$ cat src/hdl/pfra_pkg.sv
package pfra_pkg;

    // fixed field widths
    localparam int PID_W     = 4;
    localparam int SIZE_W    = 32;
    localparam int PS_W      = 17;
    localparam int QUO_W     = SIZE_W + 1;
    localparam int DIV_CNT_W = $clog2(QUO_W);

    localparam logic [PS_W-1:0] PS_RESET = 17'd4096;

    // stream packing
    localparam int S_TDATA_W = 40;
    localparam int M_TDATA_W = 8;
    localparam int PID_LSB   = 0;
    localparam int SIZE_LSB  = PID_LSB + PID_W;

    // controller -> datapath
    typedef struct packed {
        logic accept;
        logic clr_run;
        logic cnt_load;
        logic div_start;
        logic grow_start;
        logic grow_run;
        logic shr_run;
        logic pc_wr;
        logic out_load;
    } pfra_cmd_t;

    // datapath -> controller
    typedef struct packed {
        logic clr_done;
        logic in_range;
        logic div_done;
        logic want_gt;
        logic want_lt;
        logic grow_done;
        logic shr_done;
        logic out_free;
    } pfra_sts_t;

endpackage

$ cat src/hdl/pfra_ctrl.sv
module pfra_ctrl
    import pfra_pkg::*;
(
    input  logic      aclk,
    input  logic      aresetn,
    input  logic      s_tvalid,
    output logic      s_tready,
    input  pfra_sts_t sts,
    output pfra_cmd_t cmd
);

    typedef enum logic [7:0] {
        ST_CLEAR  = 8'b0000_0001,
        ST_IDLE   = 8'b0000_0010,
        ST_LOAD   = 8'b0000_0100,
        ST_DIV    = 8'b0000_1000,
        ST_GROW   = 8'b0001_0000,
        ST_SHRINK = 8'b0010_0000,
        ST_WB     = 8'b0100_0000,
        ST_RESP   = 8'b1000_0000
    } pfra_state_t;

    pfra_state_t state_reg;
    pfra_state_t state_next;

    always_comb begin
        state_next = state_reg;
        cmd        = '0;
        s_tready   = 1'b0;
        unique case (state_reg)
            ST_CLEAR: begin
                if (sts.clr_done) begin
                    state_next = ST_IDLE;
                end else begin
                    cmd.clr_run = 1'b1;
                end
            end
            ST_IDLE: begin
                s_tready = 1'b1;
                if (s_tvalid) begin
                    cmd.accept = 1'b1;
                    state_next = ST_LOAD;
                end
            end
            ST_LOAD: begin
                if (sts.in_range) begin
                    cmd.cnt_load  = 1'b1;
                    cmd.div_start = 1'b1;
                    state_next    = ST_DIV;
                end else begin
                    state_next = ST_RESP;
                end
            end
            ST_DIV: begin
                if (sts.div_done) begin
                    if (sts.want_gt) begin
                        cmd.grow_start = 1'b1;
                        state_next     = ST_GROW;
                    end else if (sts.want_lt) begin
                        state_next = ST_SHRINK;
                    end else begin
                        state_next = ST_RESP;
                    end
                end
            end
            ST_GROW: begin
                if (sts.grow_done) begin
                    state_next = ST_WB;
                end else begin
                    cmd.grow_run = 1'b1;
                end
            end
            ST_SHRINK: begin
                if (sts.shr_done) begin
                    state_next = ST_WB;
                end else begin
                    cmd.shr_run = 1'b1;
                end
            end
            ST_WB: begin
                cmd.pc_wr  = 1'b1;
                state_next = ST_RESP;
            end
            ST_RESP: begin
                if (sts.out_free) begin
                    cmd.out_load = 1'b1;
                    state_next   = ST_IDLE;
                end
            end
            default: begin
                state_next = ST_CLEAR;
            end
        endcase
    end

    always_ff @(posedge aclk) begin
        if (!aresetn) begin
            state_reg <= ST_CLEAR;
        end else begin
            state_reg <= state_next;
        end
    end

endmodule

$ cat config.mk
export PLATFORM = sky130hd
export DESIGN_NAME = pfra_ctrl
export DESIGN_NICKNAME = d
export VERILOG_FILES = /design/src/hdl/pfra_pkg.sv /design/src/hdl/pfra_ctrl.sv
export SDC_FILE = /design/constraint.sdc
export NUM_CORES = 1
export LEC_CHECK = 0
export ABC_AREA = 0
export BUFFER_PORTS_ARGS = -buffer_cell sky130_fd_sc_hd__buf_2
export CAP_MARGIN = 20
export CORE_MARGIN = 2
export CORE_UTILIZATION = 30
export DETAILED_ROUTE_END_ITERATION = 7
export PLACE_DENSITY = 0.6
export SYNTH_ARGS = -nofsm -noshare
export SYNTH_HDL_FRONTEND = slang
export SYNTH_SLANG_ARGS = --single-unit
export TNS_END_PERCENT = 50
$ cat constraint.sdc
create_clock -name aclk -period 2.8 [get_ports aclk]
set_input_delay 0 -clock aclk [delete_from_list [all_inputs] [get_ports aclk]]
set_output_delay 0 -clock aclk [all_outputs]
set_load 0.01 [all_outputs]
==> results of run 1 <==
[final cells by class]
class                           instances  area, um^2  area share [%]
Inverter                                2        7.51            1.03
Sequential cell                         8         160            22.1
Clock buffer                            3        22.5            3.10
Timing Repair Buffer                   21         110            15.2
Multi-Input combinational cell         61         394            54.3
Tap cell                               25        31.3            4.31
[how the worst max path moves through the flow]
stage	end	slack (ns)	depth (start not counted)
2_1_floorplan	state_reg[0]$_SDFFE_PN1P_	1.05	5
3_3_place_gp	state_reg[0]$_SDFFE_PN1P_	0.92	5
3_5_place_dp	state_reg[0]$_SDFFE_PN1P_	0.84	5
4_1_cts	state_reg[0]$_SDFFE_PN1P_	0.85	5
5_1_grt	cmd[4]	0.69	5
6_report	state_reg[0]$_SDFFE_PN1P_	0.83	5
[metrics by stage]
| stage | util (%) | power, uW | std cells | hold slack, ns |
|---|---|---|---|---|
| 2_1_floorplan | - | 252 | 72 | 0.0521 |
| 3_3_place_gp | 39.3 | 295 | 116 | 0.265 |
| 3_5_place_dp | 39.3 | 296 | 116 | 0.265 |
| 4_1_cts | 41.1 | 387 | 120 | 0.0119 |
| 5_1_grt | 41.1 | 409 | 120 | 0.0257 |
| 6_report | 41.1 | 383 | 120 | 0.0211 |
[critical path, cell delays in order (launching register included)]
cell and delay [ns]:
dfxtp_1 0.37, nor4_2 0.59, nand2_1 0.22, o21ai_0 0.30
o41ai_2 0.15, or2_1 0.22
[routing by layer]
metal  GRT usage, %  wire, um  vias up
li1               -         -      316
met1           18.7       703      274
met2           21.4       643       18
met3           3.77        76        2
met4           7.03        12        0
met5              0         0        -
[power groups by stage]
stage          Combinational [uW]  Clock, uW  Sequential (uW)
2_1_floorplan                 108          0              144
3_3_place_gp                  143          0              152
3_5_place_dp                  144          0              152
4_1_cts                       145       92.3              150
5_1_grt                       163       95.6              151
6_report                      145       88.7              149
[cell usage after synthesis, types with 2 or more instances]
master,instances
nor2_1,15
dfxtp_1,8
nand2_1,4
a21oi_1,3
and3_1,3
nand4_1,3
nand4b_1,3
o21ai_0,3
inv_1,2
nand3_1,2
o211a_1,2
or3b_1,2
xnor2_1,2
[cell families after synthesis]
| group | synth area share, % |
|---|---|
| flops | 28.1 |
| xor+xnor | 3.08 |
| simple gates | 48.6 |
| buf+inv | 2.64 |
| compound gates | 17.6 |
==> metrics, run 1 <==
initial antenna violation count 0; Seq/Total Area, Yosys 28.1%; CTS tree done; element type at the critical path end flop; RSZ-0062 raised after global routing no; DR iter-0 viols 13; hold_buf cts 1; Synth Net Count 83; status finished clean; Fillers 208; power density cells 527 nW/um^2; die area 2260 um^2; nets@finish 108; H-tree levels 1; final worst slack 0.825 ns; initial core utilization 32.3%; RR Startpoint state_reg[1]$_SDFFE_PN0P_; layout cell share with drive strength beyond 1 30.5%; total CTS buffers 3; Post-CTS Setup Inserts 0; Design Area, Final 726 um^2; mean post-synth cell area 7.91 um^2; Placeable Area 1760 um^2; NetSw 141 uW; Max Transition Viols Final 0; sequential share of power 39.0%; most frequent cells in the layout buf_2 (20), nor2_1 (15), dfxtp_1 (8); cell internal pwr 241 uW; FMAX 506 MHz; crit path DAT 2.12 ns; Static Leak 0.000317 uW; max-cap check violation count 0; Synth Register Bits 8; worst slack, placed 0.842 ns; Crit Path Class reg2reg; Placer Congestion 0.812; FF-to-FF path depth 5; Area growth syn-to-layout 27.5%; total global-route track usage 14.2%; sw frac 36.9%; HP Class in2reg; Worst-Margin Slew 0.590 ns; Post-synth EDFFs 0; leading area contributor after synthesis dfxtp_1; Gate Count Post-Synth 72; Worst setup startpoint state_reg[1]$_SDFFE_PN0P_; Critical R2R Capture state_reg[0]$_SDFFE_PN1P_; CTS clk-pin slew, worst paths 0.06 ns; Root Buffer clkbuf_4; maximum clock path buffer count 2; CP startpoint kind flop; top cells by area, synth dfxtp_1 (28%), nor2_1 (9.9%), nand4b_1 (4.6%); Synth top area share 28.1%; HP Start sts[3]; crit path max fanout 7; vias per cell 5.08; final setup fails 0; vias in the first global route 527; Logic pwr share 37.9%; largest net degree at the start of global routing 8; Post-synth ARST share 0%; Distinct cells, synth 33; Period Utilization, post-route 70.5%; total global routing overflow 0; Port Buf Inserts 20; Sink Count 8; Post-DP Area 693 um^2; # resized after CTS 0; global-route wire length before repair 2240 um; wire per inst 12.0 um; Die H 47.6 um; final hold violations 0; Post-Route WL 1440 um; Largest register FFs 8; Cell Area, Synth 569 um^2; Min-Delay Endpoint state_reg[5]$_SDFFE_PN0P_; Ys Warns 0; Data required, critical path 2.94 ns; row count 15; Tmin final 1.97 ns; ys flop type dfxtp_1; antenna viol nets, final 0; most common cell after layout, fill and taps aside buf_2; clk_lat worst skew 0.25 ns; Final Skew 0.00186 ns; top-level I/O count 21; DR pass1 iterations 4; setup_tns 0 ns; HPWL Detailed 1170 um; maximum VDD drop 0.000296 V; die width 47.6 um; Clock Power Share 23.2%; Residual DRC 0; vias post-DR 610; FF-to-FF setup slack 0.83 ns; Min-Delay Path Depth 3; ant diodes 0; slew margin rel. 60.3%
No activity file was read; power rests on OpenSTA's default activity.
==> run 2: changes to the inputs <==
==> constraint.sdc (replaced) <==
create_clock -name aclk -period 1.9 [get_ports aclk]
set_input_delay 0 -clock aclk [delete_from_list [all_inputs] [get_ports aclk]]
set_output_delay 0 -clock aclk [all_outputs]
set_load 0.01 [all_outputs]
==> run 2 against run 1 <==
Highest routed layer unchanged. Sequential cell count stayed put. Largest power group is now combinational cells. Register-to-register slack worse by 0.75 ns. Critical endpoint unchanged. Utilization is 2.6 points higher. Sequential power is 48% higher. Count of clock-buffer cells in the layout stayed put. Global-route usage is 1.2 points higher. Design area is 6.4% higher. Worst hold slack worse by 0.012 ns.
==> metrics, run 2 (same netlist as run 1, synthesis figures left out) <==
Post-CTS Setup Inserts 0; final setup fails 0; hold_buf cts 0; Critical R2R Capture state_reg[0]$_SDFFE_PN1P_; Root Buffer clkbuf_4; Tmin final 1.83 ns; maximum clock path buffer count 2; FMAX 548 MHz; Multi-input gate area 409 um^2; Placeable Area 1760 um^2; sequential share of power 36.7%; Static Leak 0.000344 uW; Post-DP Area 731 um^2; final hold violations 0; antenna viol nets, final 0; most common cell after layout, fill and taps aside buf_2; RR Startpoint state_reg[1]$_SDFFE_PN0P_; clk_lat worst skew 0.25 ns; vias post-DR 640; CP cell instances or4_4 > or3_4 > nor2_4 > o41ai_2 > or2_1; die width 47.6 um; Logic pwr share 42.2%; Reg area 164 um^2; Fillers 213; H-tree levels 1; Clock Power Share 21.1%; CTS tree done; Worst-Margin Slew 0.398 ns; total global-route track usage 15.4%; ant diodes 0; die area 2260 um^2; Max Transition Viols Final 0; DR iter-0 viols 15; total CTS buffers 3; CTS clk-pin slew, worst paths 0.06 ns; crit path DAT 1.96 ns; layout cell share with drive strength beyond 1 41.4%; FF-to-FF path depth 5; maximum VDD drop 0.000375 V; top-level I/O count 21; RSZ-0062 raised after global routing no; NetSw 216 uW; wire per inst 12.2 um; Port Buf Inserts 20; fin util 43.8%; max-cap check violation count 0; HPWL Detailed 1270 um; Residual DRC 0; CP startpoint kind flop; Worst setup startpoint state_reg[1]$_SDFFE_PN0P_; crit path max fanout 7; slowest CP cell or4_4; Sink Count 8; CP peak stage delay 0.54 ns; sw frac 35.9%; setup_tns 0 ns; largest net degree at the start of global routing 8; Area growth syn-to-layout 35.6%; cell internal pwr 386 uW; Post-Route WL 1510 um; element type at the critical path end flop; power density cells 780 nW/um^2; FF-to-FF setup slack 0.07 ns; vias in the first global route 554; Design Area, Final 772 um^2; most frequent cells in the layout buf_2 (20), nor2_1 (13), buf_4 (5), dfxtp_1 (5), nand2_1 (4); Critical Path End state_reg[0]$_SDFFE_PN1P_; Die H 47.6 um; total global routing overflow 0; nets@finish 112; vias per cell 5.16; Period Utilization, post-route 96.1%; slew margin rel. 73.2%; # resized after CTS 0; Data required, critical path 2.03 ns; Final Skew 0.00901 ns; status finished clean; global-route wire length before repair 2440 um; Placer Congestion 0.898; row count 15; DR pass1 iterations 5; Largest register FFs 8; initial core utilization 32.3%; initial antenna violation count 0; HP Class in2reg; Crit Path Class reg2reg
run 2: changes by cell type in the layout (fill, tap and decap cells not counted), sizes merged:
cell,delta
dlygate4sd3,-1
buf,+5
run 2: area by class of cell:
type | count | share of cell area (%)
multi-input cells | 61 | 53.0
flip-flops and latches | 8 | 21.2
repair buffers | 25 | 17.8
well taps | 25 | 4.05
clock buffers | 3 | 2.92
inverters | 2 | 0.972
run 2: through the flow:
stage	instances	hold slack (ns)	setup slack [ns]	total power, uW
after floorplan	72	0.0521	0.152	371
after CTS	124	0.0152	0.00313	593
after global placement	121	0.267	0.0347	465
after global routing	124	0.0229	0.0215	646
final	124	0.00893	0.0739	602
after detailed placement	121	0.278	0.0353	468
run 2: how the worst min path moves through the flow:
stage / from / end / cells after the start
6_report: aresetn / state_reg[3]$_SDFFE_PN0P_ / 3
5_1_grt: sts[3] / state_reg[5]$_SDFFE_PN0P_ / 3
4_1_cts: aresetn / state_reg[3]$_SDFFE_PN0P_ / 3
3_5_place_dp: aresetn / state_reg[3]$_SDFFE_PN0P_ / 3
3_3_place_gp: aresetn / state_reg[3]$_SDFFE_PN0P_ / 3
2_1_floorplan: sts[7] / cmd[7] / 1
run 2: power by group through the flow:
stage / logic, uW / clock network [uW] / registers (uW)
2_1_floorplan: 158 / 0 / 213
3_3_place_gp: 245 / 0 / 220
3_5_place_dp: 247 / 0 / 221
4_1_cts: 248 / 128 / 217
5_1_grt: 285 / 137 / 224
6_report: 254 / 127 / 221
run 2: critical path, delay by kind of cell, from the launching register on:
kind / cells / cell delay, ns
compound gates: 1 / 0.10
flops: 1 / 0.36
simple gates: 4 / 1.25
run 2: layer usage:
metal | GRT usage [%] | routed length, um
met5 | 0 | 0
met1 | 22.0 | 724
met4 | 6.49 | 11
met3 | 2.26 | 80
met2 | 23.0 | 695
==> run 3: changes to the inputs <==
--- a/config.mk
+++ b/config.mk
@@ -8,10 +8,10 @@
 export ABC_AREA = 0
 export BUFFER_PORTS_ARGS = -buffer_cell sky130_fd_sc_hd__buf_2
 export CAP_MARGIN = 20
-export CORE_MARGIN = 2
-export CORE_UTILIZATION = 30
+export CORE_AREA = 2 2 39 41
 export DETAILED_ROUTE_END_ITERATION = 7
-export PLACE_DENSITY = 0.6
+export DIE_AREA = 0 0 41 43
+export PLACE_DENSITY = 0.78
 export SYNTH_ARGS = -nofsm -noshare
 export SYNTH_HDL_FRONTEND = slang
 export SYNTH_SLANG_ARGS = --single-unit
==> run 3 against run 2 <==
Global-route usage rose by 3.9 points. Count of clock-buffer cells in the layout did not move. Register-to-register slack got worse by 0.03 ns. Critical endpoint unchanged. Largest cell class unchanged.
==> metrics, run 3 (same netlist as run 1, synthesis figures left out) <==
total global-route track usage 19.3%; CTS tree done; initial core utilization 41.1%; most common cell after layout, fill and taps aside buf_2; element type at the critical path end flop; status finished clean; Worst-Margin Slew 0.442 ns; Crit Path Class reg2reg; RSZ-0062 raised after global routing yes; Period Utilization, post-route 97.4%; HP Class in2reg; # resized after CTS 1; CTS clk-pin slew, worst paths 0.06 ns; Tmin final 1.85 ns; HPWL Detailed 1250 um; crit path max fanout 7; slew margin rel. 70.2%; final setup fails 0; power density cells 790 nW/um^2; Final Skew 0.0124 ns; most frequent cells in the layout buf_2 (20), nor2_1 (13), buf_4 (7), dfxtp_1 (7), nand2_1 (4); Placeable Area 1380 um^2; Largest register FFs 8; final hold violations 0; DR pass1 iterations 4; total global routing overflow 0; nets@finish 114; Die H 43 um; Area growth syn-to-layout 35.8%; vias post-DR 684; Data required, critical path 2.04 ns; Post-Route WL 1560 um; CP peak stage delay 0.54 ns; routed wl met2 761 um; hold_buf cts 0; Static Leak 0.000354 uW; top layer in use met4; FMAX 540 MHz; max-cap check violation count 0; initial antenna violation count 0; row count 14; global-route wire length before repair 2330 um; Sink Count 8; die width 41 um; Placer Congestion 0.840; CP cell instances or4_4 > or3_4 > nor2_4 > o41ai_2 > or2_1; Max Transition Viols Final 0; DR iter-0 viols 22; maximum VDD drop 0.000485 V; Fillers 127; clk_lat worst skew 0.26 ns; total CTS buffers 3; met3 wire length 109 um; maximum clock path buffer count 2; top-level I/O count 21; largest net degree at the start of global routing 8; Port Buf Inserts 20; H-tree levels 1; die area 1760 um^2; vias in the first global route 563; Post-CTS Setup Inserts 0; ant diodes 0; slowest CP cell or4_4; Root Buffer clkbuf_4; final hold slack 0.0151 ns; M1 WL 668 um; crit path DAT 1.99 ns; Residual DRC 0; wire per inst 13.4 um; vias per cell 5.85; final worst slack 0.0488 ns; CP startpoint kind flop; antenna viol nets, final 0; layout cell share with drive strength beyond 1 40.6%; worst slack, placed 0.0367 ns
run 3: changes by cell type in the layout (fill, tap and decap cells not counted):
cell and change:
buf_4 +2, dfxtp_1 +2, dfxtp_2 -2
run 3: final cells by class:
type                            count  area (um^2)  share of cell area (%)
Timing Repair Buffer               27          153                    19.7
Inverter                            2         7.51                   0.971
Sequential cell                     8          161                    20.9
Clock buffer                        3         22.5                    2.91
Multi-Input combinational cell     61          409                    52.9
Tap cell                           16         20.0                    2.59
run 3: per-layer routing:
metal | GRT usage, % | up-vias
li1 | - | 329
met1 | 25.1 | 316
met2 | 30.9 | 35
met3 | 1.57 | 4
met4 | 8.00 | 0
met5 | 0 | -
run 3: per-stage QoR:
stage | area (um^2) | setup TNS, ns | power, uW | util (%) | instances
floorplan | 569 | 0 | 371 | - | 72
global placement | 734 | 0 | 454 | 53.1 | 114
detailed placement | 734 | 0 | 466 | 53.1 | 114
CTS | 759 | 0 | 595 | 54.9 | 117
global route | 773 | -0.00539 | 643 | 55.9 | 117
finish | 773 | 0 | 611 | 55.9 | 117
run 3: worst max-delay path, delay by kind of cell, from the launching register on:
family / cells / cell delay (ns)
AND/OR/NAND/NOR: 4 / 1.28
AO/OA/AOI/OAI: 1 / 0.09
flip-flops: 1 / 0.35
run 3: worst paths after layout:
check / from / end / slack [ns] / cells past startpoint
setup reg to reg: state_reg[1]$_SDFFE_PN0P_ / state_reg[0]$_SDFFE_PN1P_ / 0.05 / 5
setup / recovery: state_reg[1]$_SDFFE_PN0P_ / state_reg[0]$_SDFFE_PN1P_ / 0.05 / 5
hold / removal: aresetn / state_reg[3]$_SDFFE_PN0P_ / 0.02 / 3
hold reg to reg: state_reg[1]$_SDFFE_PN0P_ / state_reg[1]$_SDFFE_PN0P_ / 0.56 / 1
run 3: where the power goes:
group          switching (uW)  total (uW)  internal [uW]
Combinational             134         260            126
Clock                    60.8         133           72.5
Sequential               29.6         218            188
